**src/rtl/lrip_ram.sv**
```systemverilog
// Generic single-clock RAM with one write port and one registered read port.
// No dependencies.
module lrip_ram #(
   parameter int WIDTH = 8,
   parameter int DEPTH = 16
) (
   input  logic                                 clock,
   input  logic                                 wr_en,
   input  logic [(DEPTH > 1 ? $clog2(DEPTH) : 1)-1:0] wr_addr,
   input  logic [WIDTH-1:0]                     wr_data,
   input  logic [(DEPTH > 1 ? $clog2(DEPTH) : 1)-1:0] rd_addr,
   output logic [WIDTH-1:0]                     rd_data
);

   logic [WIDTH-1:0] mem [DEPTH];
   logic [WIDTH-1:0] rd_data_ff;

   always_ff @(posedge clock) begin
      if (wr_en) begin
         mem[wr_addr] <= wr_data;
      end
      rd_data_ff <= mem[rd_addr];
   end

   assign rd_data = rd_data_ff;

endmodule

```
**config.mk**
```make
export PLATFORM = sky130hd
export DESIGN_NAME = lrip_ram
export DESIGN_NICKNAME = d
export VERILOG_FILES = /design/src/rtl/lrip_ram.sv
export SDC_FILE = /design/constraint.sdc
export NUM_CORES = 1
export LEC_CHECK = 0
export BUFFER_PORTS_ARGS = -buffer_cell sky130_fd_sc_hd__buf_4
export CORE_AREA = 2 2 100 102
export CTS_CLUSTER_DIAMETER = 80
export DETAILED_ROUTE_END_ITERATION = 7
export DIE_AREA = 0 0 102 104
export PLACE_DENSITY = 0.81
export SLEW_MARGIN = 40
export SYNTH_ARGS = -nofsm -noshare
export SYNTH_HDL_FRONTEND = slang
export SYNTH_SLANG_ARGS = --single-unit
```
**constraint.sdc**
```tcl
create_clock -name clock -period 2.7 [get_ports clock]
set_clock_uncertainty 0.2 [all_clocks]
set_input_delay 0.54 -clock clock [delete_from_list [all_inputs] [get_ports clock]]
set_output_delay 0.54 -clock clock [all_outputs]
set_load 0.05 [all_outputs]
```
Word level (Yosys, flattened, before mapping)
Memory sizes are Yosys's and may differ from the RTL's. A register that Yosys moved wholly into a read port is not among the register bits.
Index checks and enable logic that the tools add are counted.
W data, S select, Z words.
{"block": "totals", "rom_bits": 0, "in_bits": 18, "latchBits": 0, "word_cells": 3, "out_inout_bits": 8, "ram_bits": 128, "regBits": 0, "n_memories": 1}
{"name": "mem", "depth": 16, "width": 8, "read_ports": 1, "rd_ports_with_merged_regs": 1, "wr": 1, "line": "15", "source": "logic [WIDTH-1:0] mem [DEPTH];"}
{"block": "classes", "n_eq_ne": 0, "n_shift": 0, "muxes": 2, "bitwise": 0, "multipliers": 0, "add_sub_neg": 0, "magnitude_cmp": 0, "reduce_logical": 0, "div": 0}
{"operator": "$mux W1", "n": 2}

Longest topological paths before layout
Gate-level depths: netlist (run 1).
{"block": "logic_depth", "depth_word": 2, "mapped_depth": 5, "depth_no_buf": 3}

Worst setup path before layout (run 1)
OpenSTA, ideal clock, no wires.
{"block": "synth_path", "kind": "input-to-reg", "startpoint": "input wr_addr[2] in the netlist's numbering", "endpoint": "memory mem[0][0], enable pin", "slack_ns": 0.467, "cell_stages": 2, "required_time_ns": 2.117, "path_buffers": 0, "setup_ns": 0.383, "t_arrival_ns": 1.650, "path_cell_list": "or3b_2 nor3_1"}
{"item": "start, declared", "line": "9", "source": "input logic [(DEPTH > 1 ? $clog2(DEPTH) : 1)-1:0] wr_addr,"}
{"item": "end, declared", "line": "15"}
Straight into the memory's write port.

Worst setup path after layout (run 1)
{"block": "layout_path", "startpoint": "register rd_data_ff[0], in the netlist rd_data[0] (read register of mem)", "endpoint": "output rd_data[0]"}
{"item": "start, declared", "line": "16", "source": "logic [WIDTH-1:0] rd_data_ff;"}
{"item": "end, declared", "line": "12", "source": "output logic [WIDTH-1:0] rd_data"}
No word-level cell between the ends.

==> flow_metrics.tcl, run 1 <==
set metrics [dict create \
    min_period_ns 1.817 \
    synth_mux_area_frac 0.1502 \
    dieArea_um2 10610 \
    cts.clk_slew.worst_paths_ns 0.06 \
    cts.sinks 136 \
    maxSlewHeadroom 0.5295 \
    wl_um 9721 \
    grt_antenna_before_repair 0 \
    ant_nets 0 \
    hold_viol_final 0 \
    crit_fanout 1 \
    yosysMostFrequentCell "edfxtp_1" \
    r2r_cells 3 \
    drt-pass1-iter-count 4 \
    syn_inst 229 \
    synth_compound_area_frac 0.02333 \
    syn_nets 247 \
    gp_congestion 0.7817 \
    syn_avg_cell_area_um2 22.48 \
    final-setup-viol-count 0 \
    met1_usage 0.2872 \
    setup_tns_ns 0 \
    drcViolationCount 0 \
    crit_family "flip-flops" \
    routedWlPerCell_um 22.77 \
    max_freq_mhz 550.2 \
    clock_latency_ns 0.51 \
    start_util 0.5390 \
    vias 2462 \
    worstHoldPathType "in2reg" \
    use_met3 0.08199 \
    slew_violations 0 \
    numCtsBuffers 17 \
    end_kind "output port" \
    htreeDepth 4 \
    diodes 0 \
    timing.rr.start "mem[1][2]$_DFFE_PP_" \
    pin_count 26 \
    outcome "finished clean" \
    rsz0062_at_grt "false" \
    register_area_um2 4004 \
    final_nets 299 \
    ff2ff_setup_slack_ns 1.11 \
    max_stage_delay_ns 0.36 \
    grt_util_all_layers 0.2071 \
    port_buffers 25 \
    netlist_area_um2 5147 \
    synth_top_area_share 0.7467 \
    grt_overflow_total 0 \
    grt_max_degree 33 \
    drive_gt1_frac 0.3129 \
    synth_edf_count 128 \
    worstSetupStartpointType "flop" \
    worstMarginPinSlew_ns 0.7031 \
    holdWs_ns 0.1382 \
    drt_iter0_markers 246 \
    setup_ws_ns 0.8826 \
    worstPathArrival_ns 1.08 \
    worst-path-buf-inv 1 \
    busiest_layer "met2" \
    r2r_end "rd_data[2]$_DFF_P_" \
    crit_start "rd_data[0]$_DFF_P_" \
    synth_fa_ha_area_frac 0 \
    synth_seq_cells 136 \
    cts-hold-fix-buffers 0 \
    path_cells "buf_4" \
    core_um2 9549 \
    multi_input_area_um2 1057 \
    peakVddDrop_mv 0.6650 \
    grt_util_met2 0.3031 \
    clock_path_buffers 2 \
    yosys.area.top_type "edfxtp_1" \
    holdPathStages 1 \
    synthTopCellsByArea "edfxtp_1, mux4_2, mux4_1" \
    min_from "wr_data[4]" \
    fp.dieW_um 102 \
    ys.warnings.count 0 \
    synth_flop_cell "edfxtp_1" \
    tritoncts "built" \
    criticalPathCategory "reg2out" \
    fillCellCount 634 \
    via_per_inst 5.766 \
    power.density_nw_per_um2 799.5 \
    clockRootBuffer "clkbuf_8" \
    synth_cell_types 19 \
    num_rows 36 \
    synthArstFlopShare 0 \
    place_ws_ns 0.4222 \
    grt_first_pass_wirelength_um 15280 \
    cts-resized-gates 0 \
    cap_violations 0 \
    cp.required_ns 1.96 \
    synth_common_cells "edfxtp_1, mux4_2, a22oi_1, mux4_1, nor2_1" \
    area.growth.synth_to_final_pct 19.57 \
    fin_crit_sh 0.6731 \
    seq_area_frac_synth 0.7778 \
    whs_endpoint "mem[13][4]$_DFFE_PP_" \
    leakagePower_nw 2.083 \
    yosys.area_share.simple 0.03184 \
    postCtsSetupBuffers 0 \
    dpl.hpwl_um 5982 \
    grt_pass1_vias 2627 \
    die_h_um 104 \
    slowest_stage "dfxtp_1" \
    synth_top_family_by_area "multiplexers" \
    synth_xor_area_frac 0 \
]
## per-stage QoR
step / utilization / instances / cell area (µm²) / power, W
global placement: 0.5825 / 395 / 5563 / 0.002686
finish: 0.6445 / 427 / 6155 / 0.004920
CTS: 0.6445 / 427 / 6155 / 0.004944
detailed placement: 0.5825 / 395 / 5563 / 0.002695
global route: 0.6445 / 427 / 6155 / 0.005063
floorplan: - / 229 / 5147 / 0.002584
## layout by cell type, fill, tap and decap left out, types with 2 or more instances in the layout
cell / synthesis / layout
nand2b_1: 2 / 2
nand2_1: 9 / 9
clkinvlp_4: 0 / 6
dfxtp_1: 8 / 8
clkbuf_16: 0 / 16
a22oi_1: 16 / 16
nand3b_1: 2 / 2
mux4_2: 18 / 18
edfxtp_1: 128 / 128
buf_4: 1 / 42
nor3_1: 4 / 4
mux4_1: 14 / 14
nor2_1: 13 / 13
bufinv_16: 0 / 3
inv_6: 0 / 3
## kinds of logic after synthesis
logic type / Yosys count
flops: 136
simple gates: 35
mux: 32
compound gates: 16
buf+inv: 10
## per-layer routing
metal,share of wire,routed length [µm]
met1,0.40,3912
met2,0.50,4878
met3,0.080,781
met4,0.015,148
met5,0,0
## flip-flops by register name (all words and copies together) (netlist names)
| name | cells |
|---|---|
| mem | 128 |
| rd_data | 8 |
## area by class of cell
cell class,instances,share of cell area
clock buffer,18,0.06790
multi-input combinational,83,0.1718
tap,133,0.02704
timing repair buffer,43,0.05448
clock inverter,14,0.02826
sequential,136,0.6505
## worst max path at each step
| stage | to | slack (ns) | cells past startpoint |
|---|---|---|---|
| after floorplan | mem[0][0]$_DFFE_PP_ | 0.47 | 2 |
| after global placement | rd_data[3]$_DFF_P_ | 0.44 | 5 |
| after detailed placement | rd_data[3]$_DFF_P_ | 0.42 | 5 |
| after CTS | rd_data[0] | 0.86 | 1 |
| after global routing | rd_data[0] | 0.83 | 1 |
| final | rd_data[0] | 0.88 | 1 |
## report_power, final
| part | switching [W] | internal [W] | leakage [nW] |
|---|---|---|---|
| sequential | 0.0000168 | 0.00236 | 1.22 |
| clock | 0.000857 | 0.00141 | 0.268 |
| combinational | 0.000167 | 0.000108 | 0.591 |
Power figures use the tool's default switching activity.
==> inputs of run 2 (changes only) <==
--- a/config.mk
+++ b/config.mk
@@ -5,12 +5,13 @@
 export SDC_FILE = /design/constraint.sdc
 export NUM_CORES = 1
 export LEC_CHECK = 0
+export ABC_AREA = 1
 export BUFFER_PORTS_ARGS = -buffer_cell sky130_fd_sc_hd__buf_4
-export CORE_AREA = 2 2 100 102
+export CORE_AREA = 2 2 106 108
 export CTS_CLUSTER_DIAMETER = 80
 export DETAILED_ROUTE_END_ITERATION = 7
-export DIE_AREA = 0 0 102 104
-export PLACE_DENSITY = 0.81
+export DIE_AREA = 0 0 108 110
+export PLACE_DENSITY = 0.8
 export SLEW_MARGIN = 40
 export SYNTH_ARGS = -nofsm -noshare
 export SYNTH_HDL_FRONTEND = slang
==> constraint.sdc (replaced) <==
create_clock -name clock -period 1.9 [get_ports clock]
set_clock_uncertainty 0.2 [all_clocks]
set_input_delay 0.38 -clock clock [delete_from_list [all_inputs] [get_ports clock]]
set_output_delay 0.38 -clock clock [all_outputs]
set_load 0.05 [all_outputs]
==> flow_metrics.tcl, run 2 <==
set metrics [dict create \
    peakVddDrop_mv 0.7311 \
    max_freq_mhz 600.2 \
    grt_first_pass_wirelength_um 20250 \
    tritoncts "built" \
    die_h_um 110 \
    port_buffers 25 \
    clock_latency_ns 0.52 \
    place_ws_ns 0.1793 \
    grt_overflow_total 0 \
    largest_reg_flops 128 \
    violations "hold timing" \
    synth_edf_count 128 \
    netlist_area_um2 5767 \
    worstMarginPinSlew_ns 0.4129 \
    core_um2 10700 \
    cp-endpoint "rd_data[7]" \
    cp.required_ns 1.32 \
    grt_max_degree 65 \
    numCtsBuffers 17 \
    yosys.area.top_type "edfxtp_1" \
    grt_pass1_vias 3864 \
    seq_area_frac_synth 0.6943 \
    num_rows 38 \
    diodes 0 \
    fp.dieW_um 108 \
    ant_nets 0 \
    outcome "finished with violations" \
    final_core_util 0.6315 \
    via_per_inst 5.329 \
    grt_antenna_before_repair 0 \
    synth_top_area_share 0.6665 \
    final_cell_mix "nand2_1, edfxtp_1, inv_1" \
    rsz0062_at_grt "false" \
    cts.clk_slew.worst_paths_ns 0.06 \
    final-setup-viol-count 0 \
    synth_flop_cell "edfxtp_1" \
    maxSlewHeadroom 0.7247 \
    cts.sinks 136 \
    wl_um 12990 \
    grt_util_all_layers 0.2385 \
    max_stage_delay_ns 0.36 \
    ff2ff_setup_slack_ns 0.65 \
    synth_seq_cells 136 \
    worstHoldPathType "in2reg" \
    clock_path_buffers 2 \
    crit_start "rd_data[7]$_DFF_P_" \
    synthTopCellsByArea "edfxtp_1, nand2_1, nand3_1" \
    drt_iter0_markers 479 \
    slew_violations 0 \
    dieArea_um2 11880 \
    hold_viol_final 2 \
    postCtsSetupBuffers 0 \
    final_common_cell "nand2_1" \
    clockRootBuffer "clkbuf_8" \
    ys.warnings.count 0 \
    synth_common_cells "nand2_1, edfxtp_1, inv_1, nand3_1, nor2_1" \
    cap_violations 0 \
    synthArstFlopShare 0 \
    end_kind "output port" \
    dpl.hpwl_um 7501 \
    setup_tns_ns 0 \
    worst-path-buf-inv 1 \
    r2r_cells 6 \
    setup_ws_ns 0.2338 \
    largest_register "mem" \
    worstSetupStartpointType "flop" \
    worstPathArrival_ns 1.09 \
    path_cells "buf_4" \
    min_period_ns 1.666 \
    holdWs_ns -0.002582 \
    gp_congestion 0.8552 \
    start_util 0.5391 \
    vias 3981 \
    drt-pass1-iter-count 5 \
    area.growth.synth_to_final_pct 17.14 \
    cts-resized-gates 0 \
    syn_avg_cell_area_um2 10.47 \
    drcViolationCount 0 \
    p_total_w 0.007088 \
    leakagePower_nw 2.957 \
    syn_nets 569 \
    yosysMostFrequentCell "nand2_1" \
    timing.rr.start "mem[3][2]$_DFFE_PP_" \
    synth_cell_types 12 \
    criticalPathCategory "reg2out" \
    htreeDepth 4 \
    r2r_end "rd_data[2]$_DFF_P_" \
    crit_cells 1 \
    pin_count 26 \
    crit_fanout 1 \
    cts-hold-fix-buffers 1 \
    slowest_stage "dfxtp_1" \
    syn_inst 551 \
    drive_gt1_frac 0.1252 \
    final_nets 612 \
    power.density_nw_per_um2 1049 \
    routedWlPerCell_um 17.38 \
    crit_family "flip-flops" \
    fin_crit_sh 0.8770 \
]
## run 2: changes by cell type after synthesis, sizes merged, moves of 2 or more
| cell | previous run | this run |
|---|---|---|
| nand3 | 1 | 97 |
| mux4 | 32 | 0 |
| inv | 0 | 102 |
| nor2 | 13 | 17 |
| buf | 7 | 24 |
| nand2 | 9 | 173 |
| a22oi | 16 | 0 |
| nor3 | 4 | 0 |
| nand2b | 2 | 0 |
| clkdlybuf4s25 | 3 | 0 |
## run 2: per-stage QoR
step / hold slack [ns] / std cells / instance area [µm²]
after floorplan: 0.2789 / 551 / 5767
final: -0.002582 / 747 / 6755
after detailed placement: 0.4606 / 714 / 6166
after CTS: 0.0008381 / 747 / 6755
after global routing: 0.01267 / 747 / 6755
after global placement: 0.4307 / 714 / 6166
## run 2: metal layers
layer  vias up  GRT usage  share of wire
met1      1853     0.2964           0.37
met3        38    0.05526          0.089
met2       234     0.4039           0.51
met4         0     0.1035          0.029
met5         -          0              0
li1       1856          -              -
## run 2: cell type report
class	instances	area, µm²
clock buffer	23	456.7
clock inverter	9	122.6
fill	775	3943
inverter	102	382.9
multi-input combinational	289	1214
sequential	136	4004
tap	140	175.2
timing repair buffer	48	400.4
## run 2: cells by family (layout without fill, tap and decap cells)
family / after synthesis / in the layout / share of synthesized area
and+or+nand+nor: 289 / 289 / 0.2105
buffers and inverters: 126 / 182 / 0.09525
DFF: 136 / 136 / 0.6943
## run 2: worst min-delay path by stage
stage,startpoint,to,slack (ns),cells after the start
after floorplan,wr_data[0],mem[0][0]$_DFFE_PP_,0.28,0
after global placement,mem[12][2]$_DFFE_PP_,rd_data[2]$_DFF_P_,0.43,6
after detailed placement,mem[7][7]$_DFFE_PP_,rd_data[7]$_DFF_P_,0.46,6
after CTS,rd_addr[3],rd_data[0]$_DFF_P_,0.0008,3
after global routing,wr_data[7],mem[1][7]$_DFFE_PP_,0.01,1
final,wr_data[3],mem[3][3]$_DFFE_PP_,-0.003,1
## run 2: where the power goes
group	internal, W	total (W)	switching (W)	leakage (nW)
logic	0.000150	0.000506	0.000356	1.45
registers	0.00335	0.00338	0.0000220	1.22
clock network	0.00206	0.00321	0.00115	0.287
total	0.00556	0.00709	0.00153	2.96
